==> src/rtl/pjs_ram.sv <==
// Generic simple dual-port RAM with registered read.
`default_nettype none
module pjs_ram #(
    parameter int WIDTH = 40,
    parameter int DEPTH = 16,
    localparam int AW   = (DEPTH > 1) ? $clog2(DEPTH) : 1
) (
    input  wire logic             i_clk,
    input  wire logic             i_we,
    input  wire logic [AW-1:0]    i_waddr,
    input  wire logic [WIDTH-1:0] i_wdata,
    input  wire logic [AW-1:0]    i_raddr,
    output logic      [WIDTH-1:0] o_rdata
);

    logic [WIDTH-1:0] r_mem [DEPTH];

    always_ff @(posedge i_clk) begin
        if (i_we) begin
            r_mem[i_waddr] <= i_wdata;
        end
        o_rdata <= r_mem[i_raddr];
    end

endmodule
`default_nettype wire

==> config.mk <==
export PLATFORM = sky130hd
export DESIGN_NAME = pjs_ram
export DESIGN_NICKNAME = d
export VERILOG_FILES = /design/src/rtl/pjs_ram.sv
export SDC_FILE = /design/constraint.sdc
export NUM_CORES = 1
export LEC_CHECK = 0
export BUFFER_PORTS_ARGS = -buffer_cell sky130_fd_sc_hd__buf_2
export CAP_MARGIN = 20
export CORE_ASPECT_RATIO = 1.75
export CORE_MARGIN = 2
export CORE_UTILIZATION = 60
export CTS_CLUSTER_SIZE = 28
export DETAILED_ROUTE_END_ITERATION = 7
export GPL_ROUTABILITY_DRIVEN = 0
export PLACE_DENSITY = 0.81
export SETUP_SLACK_MARGIN = 0.4
export SLEW_MARGIN = 20
export SYNTH_ARGS = -nofsm -noshare
export SYNTH_HDL_FRONTEND = slang
export SYNTH_SLANG_ARGS = --single-unit
==> constraint.sdc <==
create_clock -name i_clk -period 5.67 [get_ports i_clk]
set_input_delay 0.2835 -clock i_clk [delete_from_list [all_inputs] [get_ports i_clk]]
set_output_delay 0.2835 -clock i_clk [all_outputs]
set_load 0.05 [all_outputs]
After elaboration in Yosys (flattened, before gate mapping)
Memories as Yosys holds them, arrays and structs flattened. A register that Yosys moved wholly into a read port is not among the register bits.
Index checks and enable logic that the tools add are counted.
{"block": "classes", "mux": 2}
{"operator": "two-way mux 1 bit", "n": 2}
{"block": "totals", "elab_cells": 3, "register_bits": 0, "output_inout_bits": 40, "ram_bits": 640, "mem_count": 1}
{"memory": "r_mem", "depth": 16, "width": 40, "rd": 1, "rd_ports_with_merged_regs": 1, "write_ports": 1, "line_no": "16", "rtl": "logic [WIDTH-1:0] r_mem [DEPTH];"}

Longest topological paths before layout
Gate-level depths: netlist of the first run.
{"block": "logic_depth", "word_depth": 2, "mapped_depth": 6}

Worst setup path after synthesis of the first run
No wires, ideal clock.
{"block": "synth_path", "kind": "input port to flip-flop", "from": "input i_waddr[2]", "to": "memory r_mem[0][0] (enable)", "required_time_ps": 5183, "arrival_time_ps": 3538, "setup_time_ps": 487, "cell_stages": 2, "path_slack_ps": 1645, "path_buffers": 0, "path_cell_list": "or3b_2 nor3_1"}
{"item": "start, declared", "line_no": "10", "rtl": "input wire logic [AW-1:0] i_waddr,"}
{"item": "end, declared", "line_no": "16"}
No word-level cell before the write port.

==> impl_metrics.toml, run 1 <==
[layout]
final_core_util_pct = 67.3
multi_input_area_um2 = 4850
syn2layout_area_growth_pct = 11.1
n_fill_cell = 2389
register_area_um2 = 20000
fin_area_um2 = 27900
nets = 1203
drive_gt1_share_pct = 25.6

[synthesis]
yosys.area.top_type_share_pct = 76.5
synth-seq-cells = 680
yosysSeqAreaShare_pct = 79.7
synth_warnings = 0
syn_area_um2 = 25100
ys_top_cells_by_area = "edfxtp_1, mux4_2, mux4_1"
syn_nets = 1090
ys_types = 19
synth_top_area_cell = "edfxtp_1"
avgSynthCellArea_um2 = 24.2
synthCells = 1040

[clock_network]
cts.repair.resized = 0
clk_pin_slew_ns = 0.07
root_buffer = "clkbuf_16"
ctsLongestPathBuffers = 3
insertion_delay_ns = 0.60
h-tree-depth = 2
ctsHoldBuffers = 0
cts_tree = "built"
cts_buffers = 53
cts_setup_buffers = 0
clock-sinks = 680

[routing]
drtIter0Drc = 1358
wire_per_inst_um = 29.8
via_count = 11530
drtPass1Iterations = 5
ant_nets = 0
drt_wl_total_mm = 52.3
route.detailed.drc = 0
via_per_inst = 6.57

[global_routing]
gr-total-overflow = 0
grt_max_degree = 111
grt.total_usage_pct = 24.3
grt_pass1_wl_mm = 76.9
grt_pass1_vias = 12009
antenna_found_initial = 6

[floorplan]
fp.coreArea_um2 = 41500
start_util_pct = 60.6
die_area_um2 = 43600
rows = 99
die_h_um = 275
die_w_um = 159
io_pins = 90

[timing]
hold_viol = 0
slew_violations = 0
fin_crit_sh_pct = 37.9
slew_headroom_pct = 28.4
rsz0062_at_grt = "no"
tightest_slew_ns = 1.07
fin_crit_ns = 2.15
hold_slack_ns = 0.0489
setup_viol = 0
fmax_mhz = 465
fin_tns_setup_ns = 0
finalClockSkew_ns = 0.0174

[worst_setup_path]
regToRegSetupSlack_ns = 4.28
crit_path_start_kind = "primary input"
arrival_ns = 2.62
crit_start = "i_raddr[1]"
cp_max_fo = 110
cp.required_ns = 6.14
r2r-start = "r_mem[4][28]"
crit_type = "primary input to register"
crit_path_end_kind = "register"
r2r_end = "o_rdata[28]"
reg2reg_depth = 3
endpoint = "o_rdata[16]"

[power]
powerDensity_nw_per_um2 = 356
ir_drop_mv = 0.224
p_leak_nw = 9.08

[run_status]
status = "complete, no violations"

[placed_design]
portBuffers = 89
dp_hpwl_mm = 23.3
place_area_um2 = 26200

[job]
maxCapViolCount = 0

[min_path]
worstHoldPathType = "primary input to register"
-- Yosys cell counts, drive strengths merged --
cell type,instances
edfxtp,640
dfxtp,40
buf,26
nand3,1
nor3,4
clkbuf,27
nor2b,2
mux4,160
nand2,41
nand3b,2
nor2,13
a22oi,80
nand2b,2
and2,1
or3b,1
-- sequential cells by signal (all words and copies together) (netlist names) --
name,flops
o_rdata,40
r_mem,640
-- worst max-delay path, stage by stage --
cell	delay, ns
buf_6	0.73
buf_4	0.72
mux4_2	0.43
a22oi_1	0.22
nand2_1	0.12
-- cell usage in the layout (no fill, tap or decap), types with 4 or more instances in the layout --
| cell | synthesis | layout |
|---|---|---|
| clkinv_2 | 0 | 6 |
| edfxtp_1 | 640 | 640 |
| clkbuf_16 | 0 | 53 |
| dfxtp_1 | 40 | 40 |
| nor3_2 | 0 | 4 |
| clkinv_1 | 0 | 7 |
| buf_4 | 0 | 21 |
| clkbuf_1 | 27 | 18 |
| clkbuf_8 | 0 | 4 |
| a22oi_1 | 80 | 80 |
| nand2_1 | 41 | 41 |
| buf_2 | 12 | 87 |
| mux4_2 | 100 | 100 |
| mux4_1 | 60 | 60 |
| nor2_4 | 0 | 13 |
| bufinv_16 | 0 | 5 |
-- routing by layer --
metal | vias up | GRT usage, % | routed length [µm]
met1 | 6015 | 30.8 | 18600
li1 | 4711 | - | -
met3 | 128 | 3.44 | 3830
met5 | - | 0 | 38
met4 | 6 | 11.1 | 2030
met2 | 670 | 42.4 | 27800
-- logic make-up after synthesis --
| family | share of synthesized area, % |
|---|---|
| muxes | 15.2 |
| and+or+nand+nor | 1.13 |
| DFF | 79.7 |
| AOI/OAI and AO/OA | 2.39 |
| buffers and inverters | 1.59 |
-- worst min path at each step --
stage / start / endpoint / slack, ns / cells after the start
after floorplan: i_wdata[0] / r_mem[0][0] / 0.38 / 0
after global placement: r_mem[12][10] / o_rdata[10] / 0.64 / 3
after detailed placement: r_mem[12][33] / o_rdata[33] / 0.65 / 3
after CTS: i_wdata[7] / r_mem[1][7] / 0.02 / 1
after global routing: i_wdata[7] / r_mem[1][7] / 0.03 / 1
final: i_wdata[0] / r_mem[1][0] / 0.05 / 1
-- report_power, final --
group          switching, mW  total [mW]  internal [mW]
registers             0.0422        5.66           5.62
clock network           1.68        3.69           2.02
logic                  0.384       0.575          0.191
total                   2.10        9.93           7.83
-- final cells by class --
cell class,count,share of cell area (%)
clock inverter,24,0.968
timing repair buffer,111,2.29
clock buffer,75,5.19
antenna,3,0.0269
sequential,680,71.7
tap,555,2.49
multi-input combinational,307,17.4
-- stage by stage --
| stage | setup slack [ns] | std cells | power [mW] |
|---|---|---|---|
| 6_report | 3.52 | 1755 | 9.93 |
| 5_1_grt | 3.37 | 1755 | 10.2 |
| 4_1_cts | 3.53 | 1752 | 9.97 |
| 3_5_place_dp | 2.98 | 1653 | 6.33 |
| 3_3_place_gp | 2.98 | 1653 | 6.31 |
| 2_1_floorplan | 1.64 | 1040 | 6.14 |
Note: power is estimated with default switching activity, not from simulation.
==> run 2, diff against run 1 <==
--- a/config.mk
+++ b/config.mk
@@ -9,11 +9,11 @@
 export CAP_MARGIN = 20
 export CORE_ASPECT_RATIO = 1.75
 export CORE_MARGIN = 2
-export CORE_UTILIZATION = 60
+export CORE_UTILIZATION = 55
 export CTS_CLUSTER_SIZE = 28
 export DETAILED_ROUTE_END_ITERATION = 7
 export GPL_ROUTABILITY_DRIVEN = 0
-export PLACE_DENSITY = 0.81
+export PLACE_DENSITY = 0.78
 export SETUP_SLACK_MARGIN = 0.4
 export SLEW_MARGIN = 20
 export SYNTH_ARGS = -nofsm -noshare
==> constraint.sdc (replaced) <==
create_clock -name i_clk -period 1.8 [get_ports i_clk]
set_input_delay 0.09 -clock i_clk [delete_from_list [all_inputs] [get_ports i_clk]]
set_output_delay 0.09 -clock i_clk [all_outputs]
set_load 0.05 [all_outputs]
==> impl_metrics.toml, run 2 (synthesis gave the netlist of run 1 again) <==
[run_status]
status = "complete, no violations"

[worst_setup_path]
crit_path_start_kind = "register"
arrival_ns = 1.93
crit_type = "register to register"
cp.required_ns = 2.28
cp_max_fo = 1
crit_path_end_kind = "register"

[floorplan]
io_pins = 90
die_w_um = 166
rows = 103
fp.coreArea_um2 = 45100
die_area_um2 = 47500
start_util_pct = 55.7
die_h_um = 287

[layout]
nets = 1285
final_core_util_pct = 64.6
reg_top3 = "r_mem x640, o_rdata x40"
top_register = "r_mem"
most-common-layout-cells = "edfxtp_1, mux4_2, buf_2, a22oi_1, mux4_1"
largest_reg_flops = 640
final_common_cell = "edfxtp_1"
n_fill_cell = 2808
drive_gt1_share_pct = 28.1
num_antenna_cells = 0
syn2layout_area_growth_pct = 16.0

[timing]
fin_crit_sh_pct = 80.8
tightest_slew_ns = 0.557
setup_viol = 0
fmax_mhz = 687
slew_violations = 0
slew_headroom_pct = 62.8
rsz0062_at_grt = "no"
fin_crit_ns = 1.45
hold_viol = 0
fin_tns_setup_ns = 0
fin_ws_ns = 0.345
hold_slack_ns = 0.0706
finalClockSkew_ns = 0.0192

[clock_network]
cts_buffers = 53
insertion_delay_ns = 0.60
cts_tree = "built"
h-tree-depth = 2
ctsLongestPathBuffers = 3
clock-sinks = 680
root_buffer = "clkbuf_16"
clk_pin_slew_ns = 0.07
cts_setup_buffers = 0

[power]
powerDensity_nw_per_um2 = 1080
ir_drop_mv = 0.713
total_power_mw = 31.5
p_leak_nw = 9.61

[placed_design]
portBuffers = 89
post-place-ws_ns = 0.132
dp_hpwl_mm = 28.2

[global_routing]
grt_pass1_wl_mm = 79.5
grt_pass1_vias = 12276
grt.total_usage_pct = 23.7
gr-total-overflow = 0
antenna_found_initial = 0
grt_max_degree = 54

[routing]
route.detailed.drc = 0
via_count = 11745
drtIter0Drc = 1237
wire_per_inst_um = 29.4
ant_nets = 0
drtPass1Iterations = 5
drt_wl_total_mm = 54.6
via_per_inst = 6.33

[job]
maxCapViolCount = 0

[min_path]
worstHoldPathType = "primary input to register"
run 2: where the power goes:
group	switching, mW	leakage (nW)	total (mW)	internal [mW]
sequential	0.125	6.12	17.8	17.7
combinational	1.29	2.65	2.05	0.760
clock	5.30	0.841	11.6	6.32
run 2: cell type report:
class                           instances  area, µm²  area share [%]
Sequential cell                       680      20000            68.7
Multi-Input combinational cell        307       4910            16.9
Timing Repair Buffer                  193       1770            6.08
Clock buffer                           70       1460            5.02
Tap cell                              577        722            2.48
Clock inverter                         29        255           0.876
run 2: worst max-delay path, cell delays in order (launching register included):
cell      delay (ns)
edfxtp_1        0.45
mux4_2          0.52
a22oi_1         0.26
nand2_1         0.10
run 2: repair_timing:
item / CTS / global route
hold buffers: 41 / 0
resized for setup: 0 / 4
endpoints found under the hold margin: 641 / 0
setup endpoints to repair: 0 / 4
run 2: metal layers:
layer	GRT usage, %	part of all wire [%]	vias to the layer above
met3	3.48	6.9	130
met5	0	0	-
met2	41.3	54	583
li1	-	-	4878
met4	9.35	3.6	0
met1	29.9	36	6154
run 2: path summary, 6_finish.rpt:
check	startpoint	to	slack, ns	cells past startpoint
max	r_mem[11][2]	o_rdata[2]	0.35	3
min	i_waddr[2]	r_mem[13][17]	0.07	3
max reg2reg	r_mem[11][2]	o_rdata[2]	0.35	3
min reg2reg	r_mem[12][22]	o_rdata[22]	0.66	3
run 2: stage by stage:
stage                     cell area [µm²]  std cells
after global placement              27000       1716
final                               29100       1856
after floorplan                     25300       1040
after global routing                29100       1856
after CTS                           29100       1856
after detailed placement            27000       1716
==> run 3, diff against run 2 <==
==> constraint.sdc (replaced) <==
create_clock -name i_clk -period 1.3 [get_ports i_clk]
set_input_delay 0.065 -clock i_clk [delete_from_list [all_inputs] [get_ports i_clk]]
set_output_delay 0.065 -clock i_clk [all_outputs]
set_load 0.05 [all_outputs]
==> impl_metrics.toml, run 3 (synthesis gave the netlist of run 1 again) <==
[floorplan]
io_pins = 90
die_h_um = 287
fp.coreArea_um2 = 45100
rows = 103
start_util_pct = 55.7
die_area_um2 = 47500
die_w_um = 166

[global_routing]
grt_pass1_wl_mm = 83.5
grt_pass1_vias = 12897
grt_max_degree = 41
grt.total_usage_pct = 24.7
antenna_found_initial = 0
gr-total-overflow = 0

[timing]
fin_ws_ns = -0.133
slew_headroom_pct = 69.1
hold_viol = 0
fin_tns_setup_ns = -0.428
fin_crit_ns = 1.43
finalClockSkew_ns = 0.0152
tightest_slew_ns = 0.463
setup_viol = 17
fmax_mhz = 698
fin_crit_sh_pct = 110
rsz0062_at_grt = "yes"
slew_violations = 0

[layout]
num_antenna_cells = 0
drive_gt1_share_pct = 43.0
reg_top3 = "r_mem x640, o_rdata x40"
largest_reg_flops = 640
most-common-layout-cells = "edfxtp_1, mux4_2, buf_12, a22oi_2, clkbuf_16"
final_core_util_pct = 67.8
syn2layout_area_growth_pct = 21.6
n_fill_cell = 2626
finalNonFillerCells = 1900
final_common_cell = "edfxtp_1"
nets = 1329
top_register = "r_mem"

[worst_setup_path]
r2r-start = "r_mem[11][25]"
arrival_ns = 1.90
crit_path_end_kind = "register"
regToRegSetupSlack_ns = -0.13
cp.required_ns = 1.77
crit_path_start_kind = "register"
crit_type = "register to register"
cp_max_fo = 1
crit_start = "r_mem[11][25]"

[routing]
routed.top_layer = "met4"
route.met2.wl_mm = 31.6
wire_per_inst_um = 31.3
drtIter0Drc = 1477
drt-met1-wl_mm = 21.2
drt_wl_total_mm = 59.5
route.detailed.drc = 0
via_per_inst = 6.47
wl_met3_mm = 4.75
drtPass1Iterations = 5
via_count = 12292
ant_nets = 0

[run_status]
violations = "setup timing"
status = "finished with violations"

[clock_network]
cts_buffers = 54
clk_pin_slew_ns = 0.07
cts_tree = "built"
clock-sinks = 680
h-tree-depth = 2
insertion_delay_ns = 0.59
ctsLongestPathBuffers = 3
root_buffer = "clkbuf_16"

[min_path]
worstHoldPathType = "primary input to register"
min_from = "i_raddr[1]"

[placed_design]
placed_cells = 1756
dp_hpwl_mm = 29.5
portBuffers = 89

[power]
total_power_mw = 45.0
ir_drop_mv = 1.07
p_leak_nw = 9.92
powerDensity_nw_per_um2 = 1470

[job]
maxCapViolCount = 0
run 3: final timing paths:
| path | depth (start not counted) | to |
|---|---|---|
| setup reg to reg | 3 | o_rdata[25] |
| setup / recovery | 3 | o_rdata[25] |
| hold / removal | 4 | o_rdata[9] |
| hold reg to reg | 3 | o_rdata[17] |
run 3: repair_timing:
item / in CTS / in global routing
cloned: 0 / 2
buffers inserted: 0 / 2
hold endpoints to repair: 640 / 0
resized for setup: 207 / 30
endpoints found under the setup margin: 80 / 156
hold buffers: 40 / 0
pin swaps: 64 / 28
run 3: layout make-up:
type	count	area, µm²	share of cell area [%]
multi-input cells	307	4990	16.3
clock inverters	28	277	0.904
flip-flops and latches	680	20100	65.7
clock buffers	72	1500	4.91
repair buffers	236	2990	9.78
well taps	577	722	2.36
run 3: layer usage:
metal / GRT usage [%] / vias up
li1: - / 4916
met1: 33.1 / 6450
met2: 41.4 / 804
met3: 3.75 / 122
met4: 9.14 / 0
met5: 0 / -
run 3: stage by stage:
step	instance area [µm²]	setup slack [ns]	hold slack, ns
detailed placement	27500	-0.257	0.442
CTS	30300	-0.0352	0.00965
finish	30600	-0.133	0.0292
global placement	27500	-0.227	0.425
floorplan	25100	-0.664	0.164
global route	30600	-0.138	0.0605
run 3: worst max-delay path: stages (launching register included):
cell      delay [ns]
edfxtp_1        0.46
mux4_2          0.57
a22oi_2         0.20
nand2_1         0.09
run 3: power breakdown:
part           internal (mW)  switching [mW]  leakage (nW)
Clock                   9.14            7.54         0.886
Sequential              24.5           0.265          6.12
Combinational           1.56            1.95          2.91
Total                   35.2            9.75          9.92
