**config.mk**
```make
export PLATFORM = sky130hd
export DESIGN_NAME = pjs_ctrl
export DESIGN_NICKNAME = d
export VERILOG_FILES = /design/src/rtl/pjs_pkg.sv /design/src/rtl/pjs_ctrl.sv
export SDC_FILE = /design/constraint.sdc
export NUM_CORES = 1
export LEC_CHECK = 0
export BUFFER_PORTS_ARGS = -buffer_cell sky130_fd_sc_hd__buf_2
export CAP_MARGIN = 20
export CORE_AREA = 2 2 253 255
export DETAILED_ROUTE_END_ITERATION = 16
export DIE_AREA = 0 0 255 257
export SYNTH_ARGS = -nofsm -noshare
export SYNTH_HDL_FRONTEND = slang
export SYNTH_SLANG_ARGS = --single-unit
```
**constraint.sdc**
```tcl
create_clock -name i_clk -period 3.1 [get_ports i_clk]
set_clock_uncertainty 0.05 [all_clocks]
set_input_delay 0.62 -clock i_clk [delete_from_list [all_inputs] [get_ports i_clk]]
set_output_delay 0.62 -clock i_clk [all_outputs]
set_load 0.03 [all_outputs]
```
**src/rtl/pjs_pkg.sv**
```systemverilog
// Shared types, constants and helper functions of the heap scheduler.
`default_nettype none
package pjs_pkg;

    localparam int CAPACITY  = 63;
    localparam int LEVELS    = $clog2(CAPACITY + 1);
    localparam int CNT_W     = LEVELS;
    localparam int LVL_W     = (LEVELS > 2) ? $clog2(LEVELS) : 1;
    localparam int PW        = (LEVELS > 2) ? LEVELS - 1 : 2;
    localparam int PAIR_AW   = PW - 1;
    localparam int IDX_W     = LEVELS + 1;

    localparam int ID_W      = 16;
    localparam int PRIO_W    = 8;
    localparam int LEN_W     = 16;
    localparam int TIME_W    = 32;
    localparam int OP_W      = 2;
    localparam int ENTRY_W   = ID_W + PRIO_W + LEN_W;
    localparam int S_DATA_W  = ENTRY_W;
    localparam int M_DATA_W  = ID_W + TIME_W;

    typedef enum logic [OP_W-1:0] {
        OP_EXEC   = 2'd0,
        OP_INSERT = 2'd1,
        OP_DRAIN  = 2'd2
    } t_op;

    typedef struct packed {
        logic        [LEN_W-1:0]  len;
        logic signed [PRIO_W-1:0] prio;
        logic        [ID_W-1:0]   id;
    } t_entry;

    typedef struct packed {
        t_entry odd;
        t_entry even;
    } t_pair;

    typedef enum logic {
        TK_INS,
        TK_DOWN
    } t_tkind;

    typedef struct packed {
        logic             valid;
        t_tkind           kind;
        logic [PW-1:0]    pos;
        logic [LVL_W-1:0] ins_lvl;
        logic [PW-1:0]    ins_pos;
        t_entry           carry;
    } t_tok;

    typedef struct packed {
        logic             valid;
        logic [LVL_W-1:0] lvl;
        logic [PW-1:0]    pos;
    } t_fetch;

    typedef struct packed {
        logic               valid;
        logic [PAIR_AW-1:0] addr;
    } t_rdreq;

    typedef struct packed {
        logic [PAIR_AW-1:0] raddr;
        logic [PAIR_AW-1:0] waddr;
        logic               we_even;
        logic               we_odd;
        t_entry             wdata;
    } t_ramctl;

    typedef struct packed {
        logic [LVL_W-1:0] lvl;
        logic [PW-1:0]    pos;
    } t_slot;

    typedef struct packed {
        logic              last;
        logic              status;
        logic [TIME_W-1:0] ftime;
        logic [ID_W-1:0]   id;
    } t_res;

    typedef enum logic [2:0] {
        ST_IDLE,
        ST_INS,
        ST_FETCH,
        ST_POP,
        ST_SIFT,
        ST_EMIT
    } t_state;

    // level and in-level position of heap slot m-1 (m >= 1)
    function automatic t_slot f_slot(input logic [CNT_W-1:0] m);
        t_slot            s;
        logic [CNT_W-1:0] msb;
        s.lvl = '0;
        for (int b = 0; b < CNT_W; b++) begin
            if (m[b]) begin
                s.lvl = LVL_W'(b);
            end
        end
        msb   = CNT_W'(1) << s.lvl;
        s.pos = PW'(m ^ msb);
        return s;
    endfunction

    // global index of the left child of a node
    function automatic logic [IDX_W-1:0] f_left(input logic [LVL_W-1:0] lvl,
                                               input logic [PW-1:0]    pos);
        return (IDX_W'(2) << lvl) - IDX_W'(1) + (IDX_W'(pos) << 1);
    endfunction

    function automatic logic [TIME_W-1:0] f_sat_add(input logic [TIME_W-1:0] t,
                                                   input logic [LEN_W-1:0]  len);
        logic [TIME_W:0] s;
        s = {1'b0, t} + (TIME_W+1)'(len);
        return s[TIME_W] ? {TIME_W{1'b1}} : s[TIME_W-1:0];
    endfunction

endpackage
`default_nettype wire

```
**src/rtl/pjs_ctrl.sv**
```systemverilog
// Command sequencer: stream handshakes, job count, elapsed time, result register.
`default_nettype none
module pjs_ctrl (
    input  wire logic                                  i_clk,
    input  wire logic                                  i_rst_n,
    input  wire logic                                  i_s_tvalid,
    output logic                                       o_s_tready,
    input  wire logic [pjs_pkg::S_DATA_W-1:0]          i_s_tdata,
    input  wire logic [pjs_pkg::OP_W-1:0]              i_s_tuser,
    output logic                                       o_m_tvalid,
    input  wire logic                                  i_m_tready,
    output logic [pjs_pkg::M_DATA_W-1:0]               o_m_tdata,
    output logic                                       o_m_tuser,
    output logic                                       o_m_tlast,
    input  wire logic                                  i_done,
    input  wire pjs_pkg::t_pair [pjs_pkg::LEVELS-1:0]  i_rd_all,
    output pjs_pkg::t_tok                              o_tok,
    output pjs_pkg::t_fetch                            o_fetch,
    output logic [pjs_pkg::CNT_W-1:0]                  o_count
);

    pjs_pkg::t_state                   r_state;
    pjs_pkg::t_state                   n_state;
    logic [pjs_pkg::CNT_W-1:0]         r_count;
    logic [pjs_pkg::TIME_W-1:0]        r_time;
    logic                              r_drain;
    pjs_pkg::t_tok                     r_tok;
    pjs_pkg::t_tok                     n_tok;
    pjs_pkg::t_res                     r_res;
    pjs_pkg::t_res                     r_m;
    logic                              r_m_valid;
    logic                              accept;
    logic                              load_out;
    logic                              full;
    logic                              empty;
    pjs_pkg::t_op                      op;
    pjs_pkg::t_slot                    ins_slot;
    pjs_pkg::t_slot                    last_slot;
    pjs_pkg::t_entry                   root;
    pjs_pkg::t_entry                   last_e;
    pjs_pkg::t_pair                    last_pair;
    logic [pjs_pkg::TIME_W-1:0]        new_time;

    assign op        = pjs_pkg::t_op'(i_s_tuser);
    assign full      = (r_count == pjs_pkg::CNT_W'(pjs_pkg::CAPACITY));
    assign empty     = (r_count == '0);
    assign ins_slot  = pjs_pkg::f_slot(r_count + pjs_pkg::CNT_W'(1));
    assign last_slot = pjs_pkg::f_slot(r_count);
    assign root      = i_rd_all[0].even;
    assign last_pair = i_rd_all[last_slot.lvl];
    assign last_e    = last_slot.pos[0] ? last_pair.odd : last_pair.even;
    assign new_time  = pjs_pkg::f_sat_add(r_time, root.len);

    always_comb begin
        n_state = r_state;
        unique case (r_state)
            pjs_pkg::ST_IDLE: begin
                if (i_s_tvalid) begin
                    unique case (op)
                        pjs_pkg::OP_EXEC:   n_state = empty ? pjs_pkg::ST_EMIT : pjs_pkg::ST_FETCH;
                        pjs_pkg::OP_INSERT: n_state = full ? pjs_pkg::ST_IDLE : pjs_pkg::ST_INS;
                        pjs_pkg::OP_DRAIN:  n_state = empty ? pjs_pkg::ST_IDLE : pjs_pkg::ST_FETCH;
                        default:            n_state = pjs_pkg::ST_IDLE;
                    endcase
                end
            end
            pjs_pkg::ST_INS:   n_state = i_done ? pjs_pkg::ST_IDLE : pjs_pkg::ST_INS;
            pjs_pkg::ST_FETCH: n_state = pjs_pkg::ST_POP;
            pjs_pkg::ST_POP: begin
                n_state = (r_count == pjs_pkg::CNT_W'(1)) ? pjs_pkg::ST_EMIT : pjs_pkg::ST_SIFT;
            end
            pjs_pkg::ST_SIFT:  n_state = i_done ? pjs_pkg::ST_EMIT : pjs_pkg::ST_SIFT;
            pjs_pkg::ST_EMIT: begin
                if (!r_m_valid || i_m_tready) begin
                    n_state = (r_drain && !empty) ? pjs_pkg::ST_FETCH : pjs_pkg::ST_IDLE;
                end
            end
            default:           n_state = pjs_pkg::ST_IDLE;
        endcase
    end

    always_comb begin
        o_s_tready = (r_state == pjs_pkg::ST_IDLE) && i_rst_n;
        accept     = o_s_tready && i_s_tvalid;
        load_out   = (r_state == pjs_pkg::ST_EMIT) && (!r_m_valid || i_m_tready);
        o_fetch    = '0;
        n_tok      = '0;
        if (r_state == pjs_pkg::ST_FETCH) begin
            o_fetch.valid = 1'b1;
            o_fetch.lvl   = last_slot.lvl;
            o_fetch.pos   = last_slot.pos;
        end
        if (accept && (op == pjs_pkg::OP_INSERT) && !full) begin
            n_tok.valid   = 1'b1;
            n_tok.kind    = pjs_pkg::TK_INS;
            n_tok.ins_lvl = ins_slot.lvl;
            n_tok.ins_pos = ins_slot.pos;
            n_tok.carry   = pjs_pkg::t_entry'(i_s_tdata);
        end else if ((r_state == pjs_pkg::ST_POP) && (r_count != pjs_pkg::CNT_W'(1))) begin
            n_tok.valid   = 1'b1;
            n_tok.kind    = pjs_pkg::TK_DOWN;
            n_tok.carry   = last_e;
        end
    end

    always_ff @(posedge i_clk) begin
        if (!i_rst_n) begin
            r_state   <= pjs_pkg::ST_IDLE;
            r_count   <= '0;
            r_time    <= '0;
            r_drain   <= 1'b0;
            r_tok     <= '0;
            r_m_valid <= 1'b0;
        end else begin
            r_state <= n_state;
            r_tok   <= n_tok;
            if (accept) begin
                case (op)
                    pjs_pkg::OP_EXEC:   r_drain <= 1'b0;
                    pjs_pkg::OP_INSERT: begin
                        if (!full) begin
                            r_count <= r_count + pjs_pkg::CNT_W'(1);
                        end
                    end
                    pjs_pkg::OP_DRAIN: begin
                        r_drain <= 1'b1;
                        if (empty) begin
                            r_time <= '0;
                        end
                    end
                    default: ;
                endcase
            end
            if (r_state == pjs_pkg::ST_POP) begin
                r_count <= r_count - pjs_pkg::CNT_W'(1);
                r_time  <= new_time;
            end
            if (load_out && r_drain && empty) begin
                r_time <= '0;
            end
            if (load_out) begin
                r_m_valid <= 1'b1;
            end else if (i_m_tready) begin
                r_m_valid <= 1'b0;
            end
        end
    end

    always_ff @(posedge i_clk) begin
        if (accept && (op == pjs_pkg::OP_EXEC) && empty) begin
            r_res.id     <= '0;
            r_res.ftime  <= r_time;
            r_res.status <= 1'b1;
            r_res.last   <= 1'b1;
        end else if (r_state == pjs_pkg::ST_POP) begin
            r_res.id     <= root.id;
            r_res.ftime  <= new_time;
            r_res.status <= 1'b0;
            r_res.last   <= r_drain ? (r_count == pjs_pkg::CNT_W'(1)) : 1'b1;
        end
        if (load_out) begin
            r_m <= r_res;
        end
    end

    assign o_m_tvalid = r_m_valid;
    assign o_m_tdata  = {r_m.ftime, r_m.id};
    assign o_m_tuser  = r_m.status;
    assign o_m_tlast  = r_m.last;
    assign o_tok      = r_tok;
    assign o_count    = r_count;

endmodule
`default_nettype wire

```
* After elaboration in Yosys (flattened, before gate mapping)
Index checks and enable logic that the tools add are counted.
** Storage, ports and cells
- Bits in registers :: 198
- Input bits :: 527
** Operators by class
- $add $sub $neg :: 3
- Order comparisons :: 1
- Equality and inequality tests :: 13
- Shift-type cells :: 2
- Muxes and demuxes :: 44
- Bitwise gates (word level) :: 3
- Reduce and logical (&&, ||, !) cells :: 32
** Operators with widths (count)
- binary-select mux 80 bit (select 3 bit) :: 1
- two-way mux 32 bit :: 5
- two-way mux 40 bit :: 3
- two-way mux 48 bit :: 2
- two-way mux 80 bit :: 1
- adder 32 x 16 -> 33 bit :: 1
- two-way mux 3 bit :: 11
- two-way mux 6 bit :: 4
- one-hot mux 3 bit (6 select lines) :: 1
- nonzero test 2 bit :: 7
- logical AND 1 bit :: 11
- << shifter 1 x 3 -> 5 bit (first input constant) :: 2
- bitwise XOR 5 bit :: 2
- two-way mux 1 bit :: 9
- two-way mux 9 bit :: 1
- one-hot mux 3 bit (3 select lines) :: 1
- two-way mux 2 bit :: 4
- adder 6 x 1 -> 6 bit (second input constant) :: 1
- == test 3 x 2 -> 1 bit (second input constant) :: 2
- == test 3 bit (second input constant) :: 2
- == test 6 x 1 -> 1 bit (second input constant) :: 1
- == test 6 bit (second input constant) :: 1
- zero test 6 bit :: 1
- != test 6 x 1 -> 1 bit (second input constant) :: 1
- other kinds (16) :: 23

* Logic depth before layout (Yosys ltp)
- Depth in word-level cells :: 10
- Mapped depth :: 10

* Least setup slack after synthesis
OpenSTA, ideal clock, no wires.
- Kind :: flip-flop to flip-flop
- Start point :: register r_count (netlist bit o_count[0])
- End point :: register r_res[40] in the netlist's numbering, data pin
- Setup time :: 0.148 ns
- Data arrival time :: 3.004 ns
- Required time :: 2.902 ns
- Path slack :: -0.102 ns
- Stages on the path, launching flop included :: 10
- Clock period less this slack :: 3.202 ns
- Cells stage by stage :: dfxtp_1 > inv_1 > clkbuf_1 > ha_1 > nand2_2 > or4_4 > buf_6 > nand2_1 > o21ai_1 > a21oi_1
** On the way
- Longest elaborated chain between the ends :: 3
** Ends and longest elaborated chain
- from (decl) :: RTL line pjs_ctrl.sv:24 : logic [pjs_pkg::CNT_W-1:0] r_count;
- from (signal assigned) :: RTL line pjs_ctrl.sv:122 : r_count <= r_count + pjs_pkg::CNT_W'(1);
- from (signal assigned) :: RTL line pjs_ctrl.sv:135 : r_count <= r_count - pjs_pkg::CNT_W'(1);
- zero test 6 bit :: RTL line pjs_ctrl.sv:46 : assign empty = (r_count == '0);
- logical AND 1 bit :: RTL line pjs_ctrl.sv:150 : if (accept && (op == pjs_pkg::OP_EXEC) && empty) begin
- two-way mux 48 bit :: RTL line pjs_ctrl.sv:150
- to (decl) :: RTL line pjs_ctrl.sv:29 : pjs_pkg::t_res r_res;
Every way passes these cells.
A chain may end at the register's enable or synchronous reset.

==> qor.yml <==
sta:
  finalSetupViolations: 0
  post-route-period-util_pct: 95.5
  final.setup.tns_ns: 0
  hold_viol_final: 0
  max_freq_mhz: 338
  period_needed_ns: 2.96
  tightest_slew_ns: 0.827
  rsz0062_at_grt: "false"
  max_slew_margin_pct: 44.3
  maxSlewViolCount: 0
setup_path:
  end_kind: "primary output"
  worstSetupPathType: "reg -> out"
  reg2reg_depth: 7
  path_max_fanout: 19
  cp_top_family: "simple AND/OR/NAND/NOR gates"
  cp.required_ns: 2.43
  slowest_delay_ns: 0.75
  startpoint_type: "flip-flop"
  crit_chain: "nand2_1, nor3_1, buf_2"
  crit_arrival_ns: 2.29
  critPathSlowestCell: "dfxtp_1"
  path_buf_inv: 1
  crit_cells: 3
finish:
  fillCellCount: 6877
  final_cell_mix: "643 x buf_2, 217 x nand2_1, 150 x o21ai_0"
  layout.nets: 2722
  layout-drive-gt1-share_pct: 36.3
  stdcell_count: 3060
  area_growth_pct: 39.7
  fin_area_um2: 18200
  layout_commonest_cell: "buf_2"
pwr:
  power_mw: 6.12
  p_leak_nw: 7.76
  p_per_area_nw_per_um2: 336
  peakVddDrop_v: 0.000295
floorplanning:
  pin_count: 649
  die_area_um2: 65500
  start_util_pct: 20.8
  coreArea_um2: 62700
  die_h_um: 257
  row_count: 92
  die_w_um: 255
placement:
  place.gp.congestion: 0.929
  place_area_um2: 17600
  place_hpwl_um: 67300
  port_buffers: 643
  placedCellCount: 3001
worst_hold_path:
  hold_depth: 3
  hold_path_class: "in -> reg"
routing:
  firstDrtPassIters: 5
  antenna_left: 0
  drc_errors: 0
  routed_wl_um: 82500
  routedWlPerCell_um: 27.0
  via_per_inst: 5.16
  via_count: 15783
  drtIter0Drc: 1587
synth:
  synth-async-reset-ratio_pct: 0
  netlist_instances: 1576
  synth_ff_type: "dfxtp_1"
  seq_area_frac_synth_pct: 35.9
  synth.avg_cell_area_um2: 8.27
  ys_top_cells_by_area: "edfxtp_1 19%, dfxtp_1 17%, nand2_1 6.3%"
  synth_top_area_share_pct: 18.9
  ys_warn_count: 0
  syn_area_um2: 13000
  synth_enable_flop_cells: 82
  yosysUniqueCellTypes: 83
  synth_area_leader_cell: "edfxtp_1"
  synth-seq-cells: 193
global_routing:
  grt_max_degree: 94
  antenna_found_initial: 62
  grt_pass1_wl_um: 113000
  grt_remaining_overflow: 0
  grt_pass1_vias: 14989
  grt_usage_pct: 24.6
flow_run:
  max_cap_violations: 0
clocking:
  cts_resized: 0
  htree_num_levels: 4
  post_cts.repair.setup_buffers: 0
  cts-root-buf: "clkbuf_16"
  cts.hold.buffers_added: 0
  tritoncts: "done"
  cts_buffers: 17
  cts.reportedPaths.clkPinSlew_ns: 0.09
  numClockSinks: 193
  worstSkewPairLatency_ns: 0.49
  cts_buffer_depth: 2
outcome:
  status: "finished, final reports clean"
==> sequential cells by signal, summed over array words and instances, names as in the netlist <==
register    count
r_time         32
o_m_tvalid      1
r_res          50
o_tok          50
r_state         3
r_drain         1
o_m_tdata      48
o_m_tlast       1
o_m_tuser       1
o_count         6
==> power by group <==
part	leakage (nW)	switching, mW	internal [mW]
clock network	0.280	1.19	1.07
logic	5.83	0.585	0.499
registers	1.65	0.0476	2.72
total	7.76	1.83	4.29
==> worst paths after layout <==
check                                      to     startpoint  slack, ns
worst max register to register       o_tok[3]     o_count[5]       0.28
worst min register to register  o_m_tdata[23]      r_res[23]       0.37
worst min-delay path                o_tok[23]  i_s_tdata[23]       0.28
worst max-delay path               o_fetch[3]     r_state[1]       0.14
==> tightest hold or removal path, stage by stage <==
cell and delay [ns]:
buf_2 0.08, nand2_1 0.04, o31ai_1 0.06
==> synth_stat cells, types with 57 or more instances <==
master	instances
dfxtp_1	111
nand2b_1	64
nor2_1	57
a21oi_1	76
a22oi_1	74
o21ai_0	151
edfxtp_1	82
a311oi_1	62
a211o_1	64
nand2_1	218
and3_1	88
clkbuf_1	88
==> cells by family (layout without fill, tap and decap cells) <==
kind of cell             Yosys count  count (layout)  share of synthesized area (%)
multiplexers                      12              12                           1.05
flip-flops                       193             193                           35.9
XOR/XNOR                          19              19                           1.42
other                              1              31                         0.0288
buffers and inverters            173             781                           5.64
AND/OR/NAND/NOR                  552             552                           21.3
adder cells (fa/ha/maj)           20              20                           1.98
AO/OA/AOI/OAI                    606             606                           32.7
==> metrics by stage <==
stage | hold WS [ns] | setup WS [ns] | utilization [%]
6_report | 0.282 | 0.141 | 29.0
5_1_grt | 0.263 | 0.0444 | 29.0
4_1_cts | 0.233 | 0.00783 | 28.9
3_5_place_dp | 0.355 | -0.0841 | 28.0
3_3_place_gp | 0.351 | -0.0228 | 28.0
2_1_floorplan | 0.350 | 0.194 | -
==> per-layer routing <==
metal	part of all wire (%)	vias up	GRT usage, %
met5	0.14	-	0
met4	5.9	20	14.5
met3	7.6	186	5.05
met2	45	841	38.5
met1	41	7514	31.1
li1	-	7222	-
==> cell type report <==
cell class,instances,area [µm²],share of cell area (%)
diodes,26,65.1,0.357
repair buffers,726,4040,22.2
well taps,846,1060,5.81
clock buffers,18,429,2.36
clock inverters,14,140,0.769
multi-input cells,1214,7700,42.3
inverters,23,87.6,0.481
flip-flops and latches,193,4700,25.8
Note: power is estimated with default switching activity, not from simulation.
